===== src/design/fem_pkg.sv =====
// Shared types and constants for the forecast error metrics block.
`default_nettype none

package fem_pkg;

    localparam int SAMPLE_W       = 32;
    localparam int SUM_W          = 48;
    localparam int MAPE_W         = 32;
    localparam int SMAPE_W        = 24;
    localparam int DA_W           = 23;
    localparam int ME_W           = 32;
    localparam int DSR_W          = SAMPLE_W + 1;
    localparam int DIV_CNT_W      = 6;
    localparam int PCT_SCALE      = 100;
    localparam int PCT_W          = 7;
    localparam int SAPE_ZERO_TERM = 2;

    typedef struct packed {
        logic                 start;
        logic [DIV_CNT_W-1:0] nbits;
    } t_div_req;

    typedef enum logic [11:0] {
        ST_IDLE    = 12'b0000_0000_0001,
        ST_PREP    = 12'b0000_0000_0010,
        ST_ABS     = 12'b0000_0000_0100,
        ST_APE_GO  = 12'b0000_0000_1000,
        ST_APE_W   = 12'b0000_0001_0000,
        ST_SAPE_GO = 12'b0000_0010_0000,
        ST_SAPE_W  = 12'b0000_0100_0000,
        ST_UPD     = 12'b0000_1000_0000,
        ST_FLOAD   = 12'b0001_0000_0000,
        ST_FGO     = 12'b0010_0000_0000,
        ST_FWAIT   = 12'b0100_0000_0000,
        ST_EMIT    = 12'b1000_0000_0000
    } t_state;

    typedef enum logic [1:0] {
        F_MAPE  = 2'd0,
        F_SMAPE = 2'd1,
        F_DA    = 2'd2,
        F_ME    = 2'd3
    } t_fsel;

endpackage

`default_nettype wire


===== src/design/fem_div.sv =====
// Shared radix-2 restoring unsigned divider, one quotient bit per cycle.
`default_nettype none

module fem_div #(
    parameter int DIVW = 55,
    parameter int DSW  = 33
) (
    input  wire logic                i_clk,
    input  wire logic                i_rst_n,
    input  wire fem_pkg::t_div_req   i_req,
    input  wire logic [DIVW-1:0]     i_dividend,
    input  wire logic [DSW-1:0]      i_divisor,
    output logic                     o_done,
    output logic [DIVW-1:0]          o_quotient
);
    import fem_pkg::*;

    localparam logic [DIV_CNT_W-1:0] DIVW_C = DIV_CNT_W'(DIVW);

    logic                 r_busy;
    logic                 r_done;
    logic [DIV_CNT_W-1:0] r_cnt;
    logic [DSW-1:0]       r_rem;
    logic [DSW-1:0]       r_dsr;
    logic [DIVW-1:0]      r_quo;

    logic [DSW:0]         w_trial;
    logic [DSW+1:0]       w_diff;
    logic                 w_ge;

    assign w_trial = {r_rem, r_quo[DIVW-1]};
    assign w_diff  = {1'b0, w_trial} - {2'b00, r_dsr};
    assign w_ge    = ~w_diff[DSW+1];

    always_ff @(posedge i_clk) begin
        if (!i_rst_n) begin
            r_busy <= 1'b0;
            r_done <= 1'b0;
            r_cnt  <= '0;
        end else begin
            r_done <= 1'b0;
            if (i_req.start) begin
                r_busy <= 1'b1;
                r_cnt  <= i_req.nbits;
            end else if (r_busy) begin
                r_cnt <= r_cnt - 1'b1;
                if (r_cnt == DIV_CNT_W'(1)) begin
                    r_busy <= 1'b0;
                    r_done <= 1'b1;
                end
            end
        end
    end

    // The dividend is left-aligned so that only its significant bits are walked.
    always_ff @(posedge i_clk) begin
        if (i_req.start) begin
            r_quo <= i_dividend << (DIVW_C - i_req.nbits);
            r_rem <= '0;
            r_dsr <= i_divisor;
        end else if (r_busy) begin
            r_rem <= w_ge ? w_diff[DSW-1:0] : w_trial[DSW-1:0];
            r_quo <= {r_quo[DIVW-2:0], w_ge};
        end
    end

    assign o_done     = r_done;
    assign o_quotient = r_quo;

endmodule

`default_nettype wire


===== src/design/forecast_error_metrics.sv =====
// Top level: MAPE, SMAPE, directional accuracy and mean error over a window of pairs.
// Each pair runs up to two percentage divisions, one after the other, through the shared
// radix-2 divider; the closing pair of a window adds four more divisions.
// A result waiting in the output register does not hold off the next input transaction.
// Synchronous active-low reset clears the accumulators, the sequencer and the output valid.
`default_nettype none

module forecast_error_metrics #(
    parameter int MAX_WINDOW = 1024,
    parameter int FRAC_BITS  = 16
) (
    input  wire logic         i_clk,
    input  wire logic         i_rst_n,
    input  wire logic         i_s_axis_tvalid,
    output logic              o_s_axis_tready,
    // [31:0] actual_value, [63:32] forecast_value
    input  wire logic [63:0]  i_s_axis_tdata,
    // window_last
    input  wire logic         i_s_axis_tlast,
    output logic              o_m_axis_tvalid,
    input  wire logic         i_m_axis_tready,
    // [31:0] mape_percent, [55:32] smape_percent, [78:56] direction_percent,
    // [110:79] mean_error, [111] zero_divisor_seen
    output logic [111:0]      o_m_axis_tdata
);
    import fem_pkg::*;

    localparam int CNT_W = $clog2(MAX_WINDOW + 1);
    localparam int MUL_W = SUM_W + PCT_W;
    localparam int DIVW  = (SAMPLE_W + 1 + FRAC_BITS > MUL_W) ?
                           SAMPLE_W + 1 + FRAC_BITS : MUL_W;

    localparam logic [DIV_CNT_W-1:0] NB_APE  = DIV_CNT_W'(SAMPLE_W + FRAC_BITS);
    localparam logic [DIV_CNT_W-1:0] NB_SAPE = DIV_CNT_W'(SAMPLE_W + 1 + FRAC_BITS);
    localparam logic [DIV_CNT_W-1:0] NB_FIN  = DIV_CNT_W'(DIVW);
    localparam logic [CNT_W-1:0]     MAXW_C  = CNT_W'(MAX_WINDOW);

    localparam logic [SUM_W-1:0] APE_SAT   = {{(SUM_W-MAPE_W){1'b0}}, {MAPE_W{1'b1}}};
    localparam logic [SUM_W-1:0] SAPE_ZERO = SUM_W'(SAPE_ZERO_TERM) << FRAC_BITS;
    localparam logic [SUM_W-1:0] SE_MAX    = {1'b0, {(SUM_W-1){1'b1}}};
    localparam logic [SUM_W-1:0] SE_MIN    = {1'b1, {(SUM_W-1){1'b0}}};
    localparam logic [ME_W-1:0]  ME_MAX    = {1'b0, {(ME_W-1){1'b1}}};
    localparam logic [ME_W-1:0]  ME_MIN    = {1'b1, {(ME_W-1){1'b0}}};

    function automatic logic [SUM_W-1:0] f_sat_add(input logic [SUM_W-1:0] s,
                                                   input logic [SUM_W-1:0] t);
        logic [SUM_W:0] r;
        r = {1'b0, s} + {1'b0, t};
        return r[SUM_W] ? {SUM_W{1'b1}} : r[SUM_W-1:0];
    endfunction

    function automatic logic [MUL_W-1:0] f_mul100(input logic [SUM_W-1:0] x);
        return MUL_W'(x) * MUL_W'(PCT_SCALE);
    endfunction

    // Sequencer and window state.
    t_state                    r_state;
    t_fsel                     r_fsel;
    logic                      r_ovalid;
    logic [SUM_W-1:0]          r_ape_sum;
    logic [SUM_W-1:0]          r_sape_sum;
    logic signed [SUM_W-1:0]   r_se_sum;
    logic [CNT_W-1:0]          r_hits;
    logic [CNT_W-1:0]          r_pairs;
    logic                      r_first;
    logic signed [SAMPLE_W-1:0] r_prev_a;
    logic signed [SAMPLE_W-1:0] r_prev_f;
    logic                      r_zflag;

    // Working registers of the current pair and of the closing divisions.
    logic signed [SAMPLE_W-1:0] r_a;
    logic signed [SAMPLE_W-1:0] r_f;
    logic                      r_last;
    logic signed [SAMPLE_W:0]  r_d;
    logic [SAMPLE_W-1:0]       r_aa;
    logic [SAMPLE_W-1:0]       r_af;
    logic [SAMPLE_W-1:0]       r_ad;
    logic [DSR_W-1:0]          r_den;
    logic                      r_hit;
    logic [DIVW-1:0]           r_num;
    logic                      r_me_neg;
    logic [MAPE_W-1:0]         r_res_mape;
    logic [SMAPE_W-1:0]        r_res_smape;
    logic [DA_W-1:0]           r_res_da;
    logic [ME_W-1:0]           r_res_me;
    logic [111:0]              r_odata;

    logic                      w_accept;
    logic                      w_emit;
    logic                      w_close;
    logic [CNT_W-1:0]          w_pairs_inc;
    t_div_req                  w_req;
    logic [DIVW-1:0]           w_dividend;
    logic [DSR_W-1:0]          w_divisor;
    logic                      w_div_done;
    logic [DIVW-1:0]           w_quo;
    logic [SUM_W-1:0]          w_ape_term;
    logic signed [SUM_W:0]     w_se_wide;
    logic [SUM_W-1:0]          w_se_next;
    logic [SUM_W-1:0]          w_se_mag;

    assign o_s_axis_tready = (r_state == ST_IDLE);
    assign w_accept        = i_s_axis_tvalid && o_s_axis_tready;
    assign w_emit          = (r_state == ST_EMIT) && (!r_ovalid || i_m_axis_tready);
    assign w_pairs_inc     = r_pairs + 1'b1;
    assign w_close         = r_last || (w_pairs_inc == MAXW_C);

    assign w_ape_term = (|w_quo[DIVW-1:MAPE_W]) ? APE_SAT : SUM_W'(w_quo[MAPE_W-1:0]);

    assign w_se_wide = (SUM_W+1)'(r_se_sum) + (SUM_W+1)'(r_d);
    assign w_se_next = (w_se_wide[SUM_W] != w_se_wide[SUM_W-1]) ?
                       (w_se_wide[SUM_W] ? SE_MIN : SE_MAX) : w_se_wide[SUM_W-1:0];
    assign w_se_mag  = r_se_sum[SUM_W-1] ? SUM_W'(-r_se_sum) : SUM_W'(r_se_sum);

    always_comb begin
        w_req.start = 1'b0;
        w_req.nbits = NB_FIN;
        w_dividend  = r_num;
        w_divisor   = DSR_W'(r_pairs);
        unique case (r_state)
            ST_APE_GO: begin
                w_req.start = (r_aa != '0);
                w_req.nbits = NB_APE;
                w_dividend  = DIVW'(r_ad) << FRAC_BITS;
                w_divisor   = DSR_W'(r_aa);
            end
            ST_SAPE_GO: begin
                w_req.start = (r_den != '0);
                w_req.nbits = NB_SAPE;
                w_dividend  = DIVW'({r_ad, 1'b0}) << FRAC_BITS;
                w_divisor   = r_den;
            end
            ST_FGO: begin
                w_req.start = 1'b1;
            end
            default: begin
                w_req.start = 1'b0;
            end
        endcase
    end

    fem_div #(
        .DIVW (DIVW),
        .DSW  (DSR_W)
    ) u_div (
        .i_clk      (i_clk),
        .i_rst_n    (i_rst_n),
        .i_req      (w_req),
        .i_dividend (w_dividend),
        .i_divisor  (w_divisor),
        .o_done     (w_div_done),
        .o_quotient (w_quo)
    );

    always_ff @(posedge i_clk) begin
        if (!i_rst_n) begin
            r_state    <= ST_IDLE;
            r_fsel     <= F_MAPE;
            r_ovalid   <= 1'b0;
            r_ape_sum  <= '0;
            r_sape_sum <= '0;
            r_se_sum   <= '0;
            r_hits     <= '0;
            r_pairs    <= '0;
            r_first    <= 1'b1;
            r_prev_a   <= '0;
            r_prev_f   <= '0;
            r_zflag    <= 1'b0;
        end else begin
            if (w_emit) begin
                r_ovalid <= 1'b1;
            end else if (i_m_axis_tready) begin
                r_ovalid <= 1'b0;
            end

            unique case (r_state)
                ST_IDLE: begin
                    if (w_accept) begin
                        r_state <= ST_PREP;
                    end
                end
                ST_PREP: begin
                    r_state <= ST_ABS;
                end
                ST_ABS: begin
                    r_state <= ST_APE_GO;
                end
                ST_APE_GO: begin
                    if (r_aa == '0) begin
                        r_ape_sum <= f_sat_add(r_ape_sum, APE_SAT);
                        r_zflag   <= 1'b1;
                        r_state   <= ST_SAPE_GO;
                    end else begin
                        r_state <= ST_APE_W;
                    end
                end
                ST_APE_W: begin
                    if (w_div_done) begin
                        r_ape_sum <= f_sat_add(r_ape_sum, w_ape_term);
                        r_state   <= ST_SAPE_GO;
                    end
                end
                ST_SAPE_GO: begin
                    if (r_den == '0) begin
                        r_sape_sum <= f_sat_add(r_sape_sum, SAPE_ZERO);
                        r_zflag    <= 1'b1;
                        r_state    <= ST_UPD;
                    end else begin
                        r_state <= ST_SAPE_W;
                    end
                end
                ST_SAPE_W: begin
                    // The symmetric term never exceeds two, so no clamp is needed here.
                    if (w_div_done) begin
                        r_sape_sum <= f_sat_add(r_sape_sum, w_quo[SUM_W-1:0]);
                        r_state    <= ST_UPD;
                    end
                end
                ST_UPD: begin
                    r_se_sum <= w_se_next;
                    r_hits   <= r_hits + CNT_W'(r_hit);
                    r_prev_a <= r_a;
                    r_prev_f <= r_f;
                    r_first  <= 1'b0;
                    r_pairs  <= w_pairs_inc;
                    if (w_close) begin
                        r_fsel  <= F_MAPE;
                        r_state <= ST_FLOAD;
                    end else begin
                        r_state <= ST_IDLE;
                    end
                end
                ST_FLOAD: begin
                    r_state <= ST_FGO;
                end
                ST_FGO: begin
                    r_state <= ST_FWAIT;
                end
                ST_FWAIT: begin
                    if (w_div_done) begin
                        unique case (r_fsel)
                            F_MAPE: begin
                                r_fsel  <= F_SMAPE;
                                r_state <= ST_FLOAD;
                            end
                            F_SMAPE: begin
                                r_fsel  <= F_DA;
                                r_state <= ST_FLOAD;
                            end
                            F_DA: begin
                                r_fsel  <= F_ME;
                                r_state <= ST_FLOAD;
                            end
                            F_ME: begin
                                r_state <= ST_EMIT;
                            end
                        endcase
                    end
                end
                ST_EMIT: begin
                    if (w_emit) begin
                        r_ape_sum  <= '0;
                        r_sape_sum <= '0;
                        r_se_sum   <= '0;
                        r_hits     <= '0;
                        r_pairs    <= '0;
                        r_first    <= 1'b1;
                        r_prev_a   <= '0;
                        r_prev_f   <= '0;
                        r_zflag    <= 1'b0;
                        r_state    <= ST_IDLE;
                    end
                end
                default: begin
                    r_state <= ST_IDLE;
                end
            endcase
        end
    end

    always_ff @(posedge i_clk) begin
        unique case (r_state)
            ST_IDLE: begin
                if (w_accept) begin
                    r_a    <= i_s_axis_tdata[31:0];
                    r_f    <= i_s_axis_tdata[63:32];
                    r_last <= i_s_axis_tlast;
                end
            end
            ST_PREP: begin
                r_d   <= (SAMPLE_W+1)'(r_a) - (SAMPLE_W+1)'(r_f);
                r_aa  <= r_a[SAMPLE_W-1] ? SAMPLE_W'(-r_a) : SAMPLE_W'(r_a);
                r_af  <= r_f[SAMPLE_W-1] ? SAMPLE_W'(-r_f) : SAMPLE_W'(r_f);
                r_hit <= !r_first && (((r_a > r_prev_a) && (r_f > r_prev_f)) ||
                                      ((r_a < r_prev_a) && (r_f < r_prev_f)));
            end
            ST_ABS: begin
                r_ad  <= r_d[SAMPLE_W] ? SAMPLE_W'(-r_d) : r_d[SAMPLE_W-1:0];
                r_den <= {1'b0, r_aa} + {1'b0, r_af};
            end
            ST_FLOAD: begin
                r_me_neg <= r_se_sum[SUM_W-1];
                unique case (r_fsel)
                    F_MAPE:  r_num <= DIVW'(f_mul100(r_ape_sum));
                    F_SMAPE: r_num <= DIVW'(f_mul100(r_sape_sum));
                    F_DA:    r_num <= DIVW'(f_mul100(SUM_W'(r_hits))) << FRAC_BITS;
                    F_ME:    r_num <= DIVW'(w_se_mag);
                endcase
            end
            ST_FWAIT: begin
                if (w_div_done) begin
                    unique case (r_fsel)
                        F_MAPE: begin
                            r_res_mape <= (|w_quo[DIVW-1:MAPE_W]) ? {MAPE_W{1'b1}} :
                                          w_quo[MAPE_W-1:0];
                        end
                        F_SMAPE: begin
                            r_res_smape <= (|w_quo[DIVW-1:SMAPE_W]) ? {SMAPE_W{1'b1}} :
                                           w_quo[SMAPE_W-1:0];
                        end
                        F_DA: begin
                            r_res_da <= (|w_quo[DIVW-1:DA_W]) ? {DA_W{1'b1}} :
                                        w_quo[DA_W-1:0];
                        end
                        F_ME: begin
                            // Magnitude division truncates toward zero; the sign goes back after.
                            if (r_me_neg) begin
                                r_res_me <= (|w_quo[DIVW-1:ME_W-1]) ? ME_MIN :
                                            -w_quo[ME_W-1:0];
                            end else begin
                                r_res_me <= (|w_quo[DIVW-1:ME_W-1]) ? ME_MAX :
                                            w_quo[ME_W-1:0];
                            end
                        end
                    endcase
                end
            end
            ST_EMIT: begin
                if (w_emit) begin
                    r_odata <= {r_zflag, r_res_me, r_res_da, r_res_smape, r_res_mape};
                end
            end
            default: begin
                r_hit <= r_hit;
            end
        endcase
    end

    assign o_m_axis_tvalid = r_ovalid;
    assign o_m_axis_tdata  = r_odata;

endmodule

`default_nettype wire


===== config.mk =====
export PLATFORM = sky130hd
export DESIGN_NAME = forecast_error_metrics
export DESIGN_NICKNAME = d
export VERILOG_FILES = /design/src/design/fem_pkg.sv /design/src/design/fem_div.sv /design/src/design/forecast_error_metrics.sv
export SDC_FILE = /design/constraint.sdc
export NUM_CORES = 2
export LEC_CHECK = 0
export BUFFER_PORTS_ARGS = -buffer_cell sky130_fd_sc_hd__buf_2
export CORE_MARGIN = 2
export CORE_UTILIZATION = 40
export CTS_CLUSTER_SIZE = 20
export DETAILED_ROUTE_END_ITERATION = 6
export GPL_TIMING_DRIVEN = 1
export PLACE_DENSITY_LB_ADDON = 0.25
export SLEW_MARGIN = 5
export SYNTH_ARGS = -nofsm -noshare
export SYNTH_HDL_FRONTEND = slang
export SYNTH_HIERARCHICAL = 1
export SYNTH_SLANG_ARGS = --single-unit

===== constraint.sdc =====
create_clock -name i_clk -period 7.95 [get_ports i_clk]
set_input_delay 1.1925 -clock i_clk [delete_from_list [all_inputs] [get_ports i_clk]]
set_output_delay 1.1925 -clock i_clk [all_outputs]
set_load 0.005 [all_outputs]

==> metrics <==
status=complete, but fails checks; failing checks=DRC; standard-cell row count=150; clk buf depth=3; # Max-Cap Violations=0; Final nets=just over 8000; I/O pins=roughly 180; Setup WS post-layout=around 2.1 ns; most frequent cell after synthesis=nand2_1; final worst path period share=approximately 74%; Setup CP Type=register to register; Crit. Startpoint=u_div/o_quotient[36]; Setup violations, final=0; # H-tree levels=3; overall via count from detail_route=about 57000; startpoint types=register; R2R depth=15; Total Power=about 11 mW; Critical R2R Capture=r_ape_sum[37]; flops & latches, synth=883; dpl cell area=approximately 70000 sq um; RePlAce Congestion=approximately 0.98; final cell count without fillers=9675; Synth Area per Inst=9.149 sq um; Slew headroom=roughly 9%; GRT Util Overall=25.14%; final WL=about 220 mm; Routed wire per std cell=roughly 23 microns; die area=roughly 170000 sq um; CP endpoint kind=register; synthesized area=approximately 67000 sq um; peak supply drop=167.2 uV; Hold Startpoint=r_res_mape[22]; Residual DRC=7; worst-skew pair later-pin latency=between 0.7 and 0.8 ns; final core utilization=between 40% and 50%; final instance area=roughly 74000 sq um; largest area contributor in the netlist=edfxtp_1; CORE AREA=167000 sq um; Post-Synthesis Cells=between 7000 and 8000; CP max FO=42; endpoints failing hold=0; Final HPWL DP=around 170 mm; layout cells sized above 1=7.994%; share of Yosys cell area claimed by the top area cell type=26.56%; Vias/cell=between 5 and 6; Die Ht=414.1 microns; Die X-Extent=~410 microns; hold slack final=between 0.4 and 0.5 ns; pin count of the biggest net entering global routing=87; Clock Skew=about 0.066 ns; Filler cells=between 15000 and 20000; first-pass GRT wire length=335.4 mm; CTS tree=done; Top FF cell, synth=edfxtp_1; area grow syn2layout=9.638%; initial core utilization=between 40% and 50%; vias in the first global route=approximately 54000; CTS Sinks=about 900; DRT iter0 DRCs=between 4000 and 5000; Min-Delay Endpoint=o_m_axis_tdata[22]; PwrDens=approximately 150 nW/um^2; post-CTS setup buffer count=0; register clock-pin slew on the reported worst setup and hold paths=approximately 0.060 ns; post-layout min period=~5.9 ns; register area share after synthesis=a little over a third; # hold bufs at CTS=0; RSZ-0062 raised after global routing=no; share of synthesized registers carrying an async set or reset=0%; worst slew pin tran=about 1.4 ns; Num CTS Buffers=about 100; DP Worst Slack=around 2.4 ns; Synth Warn #=6; count of input and output buffers=between 150 and 200; Setup TNS=0 ns; Hold WC Path Type=register to register; post-cts resize count=0; total gr overflow=0; crit path DAT=approximately 6.6 ns; pins over their slew limit=0; initial antenna violation count=9; top cells by count, synth=nand2_1, ha_1, inv_1; EDFF count, synth=roughly 600; Distinct cells, synth=94; R2R Path Start=u_div/o_quotient[36]; Pre-antenna DRT Iters=7; Synth area leaders=edfxtp_1, ha_1, dfxtp_1, xnor2_1, a21oi_1; clk root buf=clkbuf_16; Reg2Reg Setup Slack=around 2.1 ns; Max Clock Freq=169.5 MHz; placed insts=about 9500; hold depth=0; worst path required time=roughly 8.6 ns; antenna-violating nets left=0; Leak Pwr=31.24 nW
==> layer usage <==
| layer | vias to the layer above | track usage (%) | routed length, microns | part of all wire [%] |
|---|---|---|---|---|
| li1 | 26980 | - | - | - |
| met4 | 6 | 9.785 | 9820 | 4.4 |
| met3 | 375 | 3.279 | 14540 | 6.6 |
| met5 | - | 0 | 38 | 0.017 |
| met1 | 27410 | 34.67 | 98090 | 44 |
| met2 | 2033 | 40.00 | 98990 | 45 |
==> registers in the layout (all words and copies together), names as in the netlist, 33 cells and up <==
signal / flops
o_m_axis_tdata: 112
r_ape_sum: 48
r_d: 33
r_den: 33
r_num: 55
r_sape_sum: 48
r_se_sum: 48
u_div/o_quotient: 55
u_div/r_dsr: 33
u_div/r_rem: 33
==> placed cells by master (no fill, tap or decap), types with 179 or more instances in the layout <==
master	n
a21o_1	179
a21oi_1	544
buf_2	182
dfxtp_1	286
edfxtp_1	595
ha_1	674
inv_1	639
nand2_1	723
nand3_1	212
nor2_1	340
o21ai_0	475
xnor2_1	358
==> worst max path at each step <==
stage	end	slack (ns)
2_1_floorplan	r_sape_sum[10]	0.88
3_3_place_gp	r_ape_sum[37]	2.43
3_5_place_dp	r_ape_sum[37]	2.40
4_1_cts	r_ape_sum[37]	2.30
5_1_grt	r_ape_sum[37]	1.88
6_report	r_ape_sum[37]	2.05
==> logic make-up after synthesis <==
family	count (synthesis)	share of synthesized area (%)
XOR/XNOR	474	6.171
buffers and inverters	973	5.513
AND/OR/NAND/NOR	2013	14.54
multiplexers	136	2.682
AO/OA/AOI/OAI	2099	20.48
other	2	0.01116
adder cells (fa/ha/maj)	773	15.47
flip-flops	883	35.13
==> critical path: stages, from the launching register on <==
cell and delay (ns):
edfxtp_1 0.43, nor4_1 0.38, nand2_1 0.49, buf_4 0.43
or3_1 0.39, ha_1 0.36, o21ai_0 0.12, nor2_1 0.24
a211oi_1 0.19, o31ai_1 0.74, nand3_1 0.27, a21oi_1 0.78
nor2_1 0.15, or4_1 0.43, a211oi_1 0.25, nor2_1 0.08
==> power by group <==
group | total, mW | internal, mW | switching, mW
Combinational | 1.02 | 0.409 | 0.610
Sequential | 5.16 | 5.01 | 0.150
Clock | 4.90 | 2.82 | 2.08
Total | 11.1 | 8.24 | 2.84
==> cell type report <==
cell class | instances | area (sq um) | area share, %
diodes | 3 | 7.507 | 0.01018
flip-flops and latches | 883 | 23640 | 32.05
clock inverters | 67 | 782.0 | 1.060
multi-input cells | 5502 | 40040 | 54.28
well taps | 2204 | 2758 | 3.739
clock buffers | 121 | 2684 | 3.639
repair buffers | 252 | 1436 | 1.947
inverters | 643 | 2417 | 3.277
(Power assumes the default switching activity.)
